File: src/sv/bsqrt_pkg.sv
// Shared types and constants for the bisection square root block.
`timescale 1ns / 1ps
`default_nettype none

package bsqrt_pkg;

    // Width of every Q20.24 value on the ports.
    localparam int DATA_W = 44;
    // Halves used to build the square from three narrow products.
    localparam int HALF_W = DATA_W / 2;
    // Full width of an exact square.
    localparam int SQ_W = 2 * DATA_W;
    // Width of the iteration count field.
    localparam int ITER_W = 6;
    // Width of the status field.
    localparam int STAT_W = 2;

    // Stream payload widths, padded up to whole bytes.
    localparam int IN_TDATA_W  = ((DATA_W + 7) / 8) * 8;
    localparam int OUT_FIELD_W = 3 * DATA_W + ITER_W;
    localparam int OUT_TDATA_W = ((OUT_FIELD_W + 7) / 8) * 8;

    localparam logic [DATA_W-1:0] TOL_RESET = DATA_W'(1678);

    // Result status codes.
    localparam logic [STAT_W-1:0] STAT_TOL   = 2'd0;
    localparam logic [STAT_W-1:0] STAT_EXACT = 2'd1;
    localparam logic [STAT_W-1:0] STAT_LIMIT = 2'd2;

    typedef enum logic [5:0] {
        ST_IDLE  = 6'b000001,
        ST_SETUP = 6'b000010,
        ST_MUL   = 6'b000100,
        ST_SUM   = 6'b001000,
        ST_CHK   = 6'b010000,
        ST_DONE  = 6'b100000
    } state_t;

endpackage

`default_nettype wire

File: src/sv/bisection_square_root_top.sv
// Bisection square root over Q20.24 unsigned values with a shared squaring unit.
// v = 0 goes straight to the result; otherwise the block takes up to MAX_STEPS halving steps.
// Each halving step works through ST_MUL (three 22x22 partial products), ST_SUM (the
// square sum), then ST_CHK (the tolerance compare and interval update).
// One item is worked at a time.
// A finished result waits in the output register while the next item is accepted.
// Reset (rst_n, asynchronous, active low) empties the block and sets tolerance to 1678.
`timescale 1ns / 1ps
`default_nettype none

module bisection_square_root_top #(
    parameter int MAX_STEPS     = 48,
    parameter int FRACTION_BITS = 24
) (
    input  wire                                 clk,
    input  wire                                 rst_n,
    // Tolerance register write.
    input  wire                                 tol_wr_en,
    input  wire  [bsqrt_pkg::DATA_W-1:0]        tol_wr_data,
    // Input stream.
    input  wire                                 s_tvalid,
    output logic                                s_tready,
    input  wire  [bsqrt_pkg::IN_TDATA_W-1:0]    s_tdata,   // [43:0] value
    // Result stream.
    output logic                                m_tvalid,
    input  wire                                 m_tready,
    // [43:0] root, [87:44] lower_bound, [131:88] upper_bound, [137:132] iterations
    output logic [bsqrt_pkg::OUT_TDATA_W-1:0]   m_tdata,
    output logic [bsqrt_pkg::STAT_W-1:0]        m_tuser    // [1:0] status
);

    import bsqrt_pkg::*;

    localparam int CMP_W = SQ_W + 1;
    localparam logic [DATA_W-1:0] ONE = DATA_W'(1) << FRACTION_BITS;

    state_t state_reg, state_next;

    logic [DATA_W-1:0]     tol_reg;
    logic [DATA_W-1:0]     v_reg, v_next;
    logic [DATA_W-1:0]     a_reg, a_next;
    logic [DATA_W-1:0]     b_reg, b_next;
    logic [DATA_W-1:0]     x_reg, x_next;
    logic [ITER_W-1:0]     steps_reg, steps_next;
    logic [STAT_W-1:0]     status_reg, status_next;
    logic                  chk_end_reg, chk_end_next;

    logic [SQ_W-1:0]       target_reg, target_next;
    logic [CMP_W-1:0]      hi_reg, hi_next;
    logic [CMP_W-1:0]      lo_reg, lo_next;

    logic [2*HALF_W-1:0]   p_ll_reg, p_lh_reg, p_hh_reg;
    logic [SQ_W-1:0]       sq_reg;

    logic                  m_tvalid_reg, m_tvalid_next;
    logic                  out_load;
    logic [OUT_TDATA_W-1:0] m_tdata_reg;
    logic [STAT_W-1:0]     m_tuser_reg;

    logic [HALF_W-1:0]     x_lo, x_hi;
    logic [SQ_W-1:0]       sq_sum;
    logic [SQ_W-1:0]       limit_ext;
    logic                  in_tol;
    logic                  sq_below;
    logic [DATA_W:0]       mid_sum;
    logic [DATA_W-1:0]     upd_a, upd_b;

    assign s_tready = (state_reg == ST_IDLE);
    assign m_tvalid = m_tvalid_reg;
    assign m_tdata  = m_tdata_reg;
    assign m_tuser  = m_tuser_reg;

    // Shared squaring unit: x = x_hi * 2^22 + x_lo.
    assign x_lo   = x_reg[HALF_W-1:0];
    assign x_hi   = x_reg[DATA_W-1:HALF_W];
    assign sq_sum = (SQ_W'(p_hh_reg) << (2 * HALF_W))
                  + (SQ_W'(p_lh_reg) << (HALF_W + 1))
                  + SQ_W'(p_ll_reg);

    // |sq - target| <= limit is the same as lo <= sq <= hi; a borrow on lo means no floor.
    assign limit_ext = SQ_W'(tol_reg) << FRACTION_BITS;
    assign in_tol    = (lo_reg[CMP_W-1] || (sq_reg >= lo_reg[SQ_W-1:0]))
                    && (CMP_W'(sq_reg) <= hi_reg);
    assign sq_below  = (sq_reg < target_reg);

    assign upd_a   = sq_below ? x_reg : a_reg;
    assign upd_b   = sq_below ? b_reg : x_reg;
    assign mid_sum = {1'b0, upd_a} + {1'b0, upd_b};

    assign out_load = (state_reg == ST_DONE) && (!m_tvalid_reg || m_tready);

    always_comb
    begin
        state_next   = state_reg;
        v_next       = v_reg;
        a_next       = a_reg;
        b_next       = b_reg;
        x_next       = x_reg;
        steps_next   = steps_reg;
        status_next  = status_reg;
        chk_end_next = chk_end_reg;
        target_next  = target_reg;
        hi_next      = hi_reg;
        lo_next      = lo_reg;
        case (state_reg)
            ST_IDLE:
            begin
                if (s_tvalid)
                begin
                    v_next     = s_tdata[DATA_W-1:0];
                    state_next = ST_SETUP;
                end
            end
            ST_SETUP:
            begin
                target_next  = SQ_W'(v_reg) << FRACTION_BITS;
                hi_next      = CMP_W'(SQ_W'(v_reg) << FRACTION_BITS) + CMP_W'(limit_ext);
                lo_next      = CMP_W'(SQ_W'(v_reg) << FRACTION_BITS) - CMP_W'(limit_ext);
                a_next       = '0;
                b_next       = (v_reg > ONE) ? v_reg : ONE;
                steps_next   = '0;
                chk_end_next = 1'b1;
                if (v_reg == '0)
                begin
                    // Zero is its own root: the lower endpoint matches.
                    x_next      = '0;
                    status_next = STAT_EXACT;
                    state_next  = ST_DONE;
                end
                else
                begin
                    x_next     = (v_reg > ONE) ? v_reg : ONE;
                    state_next = ST_MUL;
                end
            end
            ST_MUL:
            begin
                state_next = ST_SUM;
            end
            ST_SUM:
            begin
                state_next = ST_CHK;
            end
            ST_CHK:
            begin
                if (chk_end_reg)
                begin
                    // The first square is of the upper endpoint.
                    chk_end_next = 1'b0;
                    if (sq_reg == target_reg)
                    begin
                        status_next = STAT_EXACT;
                        state_next  = ST_DONE;
                    end
                    else
                    begin
                        x_next     = DATA_W'(({1'b0, a_reg} + {1'b0, b_reg}) >> 1);
                        state_next = ST_MUL;
                    end
                end
                else if (in_tol)
                begin
                    status_next = STAT_TOL;
                    state_next  = ST_DONE;
                end
                else if (steps_reg >= ITER_W'(MAX_STEPS))
                begin
                    status_next = STAT_LIMIT;
                    state_next  = ST_DONE;
                end
                else
                begin
                    a_next     = upd_a;
                    b_next     = upd_b;
                    x_next     = mid_sum[DATA_W:1];
                    steps_next = steps_reg + 1'b1;
                    state_next = ST_MUL;
                end
            end
            ST_DONE:
            begin
                if (out_load)
                begin
                    state_next = ST_IDLE;
                end
            end
            default:
            begin
                state_next = ST_IDLE;
            end
        endcase
    end

    always_comb
    begin
        m_tvalid_next = m_tvalid_reg;
        if (out_load)
        begin
            m_tvalid_next = 1'b1;
        end
        else if (m_tready)
        begin
            m_tvalid_next = 1'b0;
        end
    end

    always_ff @(posedge clk or negedge rst_n)
    begin
        if (!rst_n)
        begin
            state_reg    <= ST_IDLE;
            tol_reg      <= TOL_RESET;
            m_tvalid_reg <= 1'b0;
        end
        else
        begin
            state_reg    <= state_next;
            m_tvalid_reg <= m_tvalid_next;
            if (tol_wr_en)
            begin
                tol_reg <= tol_wr_data;
            end
        end
    end

    always_ff @(posedge clk)
    begin
        v_reg       <= v_next;
        a_reg       <= a_next;
        b_reg       <= b_next;
        x_reg       <= x_next;
        steps_reg   <= steps_next;
        status_reg  <= status_next;
        chk_end_reg <= chk_end_next;
        target_reg  <= target_next;
        hi_reg      <= hi_next;
        lo_reg      <= lo_next;
        p_ll_reg    <= x_lo * x_lo;
        p_lh_reg    <= x_lo * x_hi;
        p_hh_reg    <= x_hi * x_hi;
        sq_reg      <= sq_sum;
        if (out_load)
        begin
            m_tdata_reg <= OUT_TDATA_W'({steps_reg, b_reg, a_reg, x_reg});
            m_tuser_reg <= status_reg;
        end
    end

    // The interval never inverts and the probe stays inside it.
    a_order: assert property (@(posedge clk) disable iff (!rst_n)
        (state_reg == ST_MUL || state_reg == ST_SUM || state_reg == ST_CHK)
        |-> (a_reg <= b_reg && x_reg >= a_reg && x_reg <= b_reg))
        else $error("bisection interval out of order");

    a_exact: assert property (@(posedge clk) disable iff (!rst_n)
        (m_tvalid && m_tuser == STAT_EXACT) |-> (m_tdata[3*DATA_W +: ITER_W] == '0))
        else $error("exact endpoint reported with halving steps");

    a_limit: assert property (@(posedge clk) disable iff (!rst_n)
        m_tvalid |-> (m_tdata[3*DATA_W +: ITER_W] <= ITER_W'(MAX_STEPS)))
        else $error("step count beyond limit");

    a_limit_code: assert property (@(posedge clk) disable iff (!rst_n)
        (m_tvalid && m_tuser == STAT_LIMIT)
        |-> (m_tdata[3*DATA_W +: ITER_W] == ITER_W'(MAX_STEPS)))
        else $error("limit status without the full step count");

endmodule

`default_nettype wire
File: config.mk
export PLATFORM = sky130hd
export DESIGN_NAME = bisection_square_root_top
export DESIGN_NICKNAME = d
export VERILOG_FILES = /design/src/sv/bsqrt_pkg.sv /design/src/sv/bisection_square_root_top.sv
export SDC_FILE = /design/constraint.sdc
export NUM_CORES = 2
export LEC_CHECK = 0
export BUFFER_PORTS_ARGS = -buffer_cell sky130_fd_sc_hd__buf_4
export CAP_MARGIN = 10
export CORE_ASPECT_RATIO = 1.4
export CORE_MARGIN = 1
export CORE_UTILIZATION = 40
export CTS_CLUSTER_SIZE = 24
export DETAILED_ROUTE_END_ITERATION = 10
export PLACE_DENSITY = 0.57
export SLEW_MARGIN = 20
export SYNTH_ARGS = -nofsm -noshare
export SYNTH_HDL_FRONTEND = slang
export SYNTH_SLANG_ARGS = --single-unit
File: constraint.sdc
create_clock -name clk -period 38.3 [get_ports clk]
set_input_delay 5.745 -clock clk [delete_from_list [all_inputs] [get_ports clk]]
set_output_delay 5.745 -clock clk [all_outputs]
set_load 0.01 [all_outputs]
==> impl_metrics.json <==
{
  "use_met3": 0.02831,
  "stdcell_count": 11210,
  "cts-resized-gates": 0,
  "syn_area_per_cell_sq_um": 9.703,
  "synth_cell_type_count": 92,
  "wl_per_cell_um": 21.56,
  "hold_path_class": "reg2reg",
  "slew_headroom": 0.2844,
  "fp-row-count": 195,
  "ys_seq_area_frac": 0.2388,
  "grt-busiest-layer": "met2",
  "synthSimpleGateAreaFrac": 0.1221,
  "ys_warn_count": 0,
  "cts_tree": "yes",
  "ys_seq_elements": 726,
  "core_area_sq_um": 201500,
  "insertion_delay_ps": 690,
  "dpl.hpwl_mm": 186.0,
  "setup.worst_path.class": "reg2reg",
  "drive_above_1_share": 0.07022,
  "layout_min_cycle_time_ps": 9188,
  "clkTransAtPathRegs_ps": 70,
  "first_pass_iters": 9,
  "grtUsageMet2": 0.4270,
  "violations": "DRC",
  "yosys.area_share.xor_xnor": 0.03960,
  "muxShareOfSynthArea": 0.01108,
  "dpl.cell_count": 11050,
  "clock.fmax_mhz": 108.8,
  "worst_pin_slew_ps": 1064,
  "drt_wl_total_mm": 241.6,
  "die_x_um": 382.7,
  "syn_inst": 8366,
  "grt_util_all_layers": 0.2379,
  "grt_pass1_wl_mm": 370.1,
  "final_util": 0.4404,
  "synth_top_family_by_area": "adder cells",
  "cts_max_path_buffers": 3,
  "r2r_slack_ps": 29110,
  "post_cts_buffers": 0,
  "yosys_most_used_dff": "edfxtp_1",
  "path_common_cell": "fa_1",
  "fin_skew_ps": 32.45,
  "antenna_found_initial": 14,
  "syn-cell-area_sq_um": 81170,
  "multi_input_area_sq_um": 54620,
  "rsz0062_at_grt": "no",
  "slowest_stage": "o41ai_1",
  "synth_compound_area_frac": 0.09688,
  "grt_use_met1": 0.2869,
  "htreeDepth": 3,
  "async_reset_ff_frac": 0.07025,
  "initial_utilization": 0.4028,
  "slowest_delay_ps": 900,
  "hold_viol": 0,
  "vias": 59210,
  "critPathMaxFanout": 33,
  "startpoint_type": "register",
  "pin_count": 245,
  "final_nets": 10520,
  "final_common_cell": "inv_1",
  "grt_pass1_vias": 62830,
  "numCtsBuffers": 86,
  "ctsHoldBuffers": 0,
  "fp.dieH_um": 535.0,
  "tns_ps": 0,
  "seq_area_sq_um": 19380,
  "port_buffers": 234,
  "clock-sinks": 726,
  "area_growth_pct": 9.336,
  "grt_overflow_total": 0,
  "arrival_ps": 9730,
  "die_area_sq_um": 204800,
  "root_buffer": "clkbuf_16",
  "end_kind": "register",
  "gp_congestion": 0.9416,
  "setup_viol": 0,
  "maxCapViolCount": 0,
  "cp.required_ps": 38840,
  "viasPerCell": 5.282,
  "grt_start_max_net_pins": 141,
  "slew_viol_final": 0,
  "largest_reg_flops": 138,
  "postRouteAntennaNets": 0,
  "synthAdderAreaFrac": 0.4020,
  "fillCellCount": 19610,
  "drt-initial-drc-count": 3576,
  "period_share": 0.2399,
  "drc": 92,
  "outcome": "finished with violations",
  "synth-edff-count": 458,
  "final_cell_mix": "inv_1, fa_1, ha_1, nand2_1, edfxtp_1"
}
per-stage QoR:
stage | worst slack (ps) | hold slack (ps) | area [sq um]
finish | 29110 | 316.9 | 88750
global route | 28680 | 329.9 | 88740
CTS | 29190 | 320.2 | 88730
detailed placement | 29230 | 312.1 | 85900
global placement | 29280 | 311.1 | 85880
floorplan | 25330 | 309.6 | 81190
cells in the mapped netlist, types with 75 or more instances:
master / number / area share
clkbuf_1: 303 / 0.014
and2_1: 429 / 0.033
ha_1: 861 / 0.13
nand3_1: 76 / 0.0047
xnor2_1: 260 / 0.028
fa_1: 1091 / 0.27
edfxtp_1: 458 / 0.17
xor2_1: 107 / 0.012
inv_1: 1602 / 0.074
o21ai_0: 247 / 0.015
a21o_1: 228 / 0.021
nor2_1: 382 / 0.018
o21bai_1: 75 / 0.0069
a21oi_1: 390 / 0.024
dfxtp_1: 217 / 0.054
nand2_1: 814 / 0.038
worst max-delay path: cells and delay by family (launching register included):
family                   cells  cell delay, ps
adder cells (fa/ha/maj)      8            3990
AO/OA/AOI/OAI               11            3220
buffers and inverters        7            1110
flip-flops                   1             330
AND/OR/NAND/NOR              1             200
XOR/XNOR                     1             170
layer usage:
| layer | vias to the layer above | wire [um] |
|---|---|---|
| met3 | 450 | 11620 |
| li1 | 27050 | - |
| met5 | - | 69 |
| met1 | 30080 | 95910 |
| met2 | 1614 | 122800 |
| met4 | 10 | 11210 |
logic make-up (layout without fill, tap and decap cells):
| family | after synthesis | count (layout) |
|---|---|---|
| AOI/OAI and AO/OA | 1239 | 1239 |
| and+or+nand+nor | 2070 | 2070 |
| buffers and inverters | 1929 | 2103 |
| adders and majority gates | 1954 | 1954 |
| muxes | 80 | 80 |
| DFF | 726 | 726 |
| other | 1 | 11 |
| xor gates and xnor gates | 367 | 367 |
path summary, 6_finish.rpt:
path / startpoint / end / cells past startpoint
setup / recovery: x_reg[10] / p_ll_reg[38] / 28
hold / removal: p_ll_reg[3] / sq_reg[3] / 0
setup reg to reg: x_reg[10] / p_ll_reg[38] / 28
hold reg to reg: p_ll_reg[3] / sq_reg[3] / 0
max in group asynchronous: rst_n / tol_reg[4] / 1
min in group asynchronous: rst_n / tol_reg[39] / 1
final cells by class:
cell class | instances | area share
multi-input cells | 5716 | 0.6155
flip-flops and latches | 726 | 0.2184
inverters | 1612 | 0.06821
well taps | 2659 | 0.03749
clock buffers | 124 | 0.02855
repair buffers | 333 | 0.02845
clock inverters | 34 | 0.003299
diodes | 5 | 0.0001410
Power is left out: the tool's default activity adds up to more than one toggle a clock period on the data nets, which glitch-free logic cannot reach.
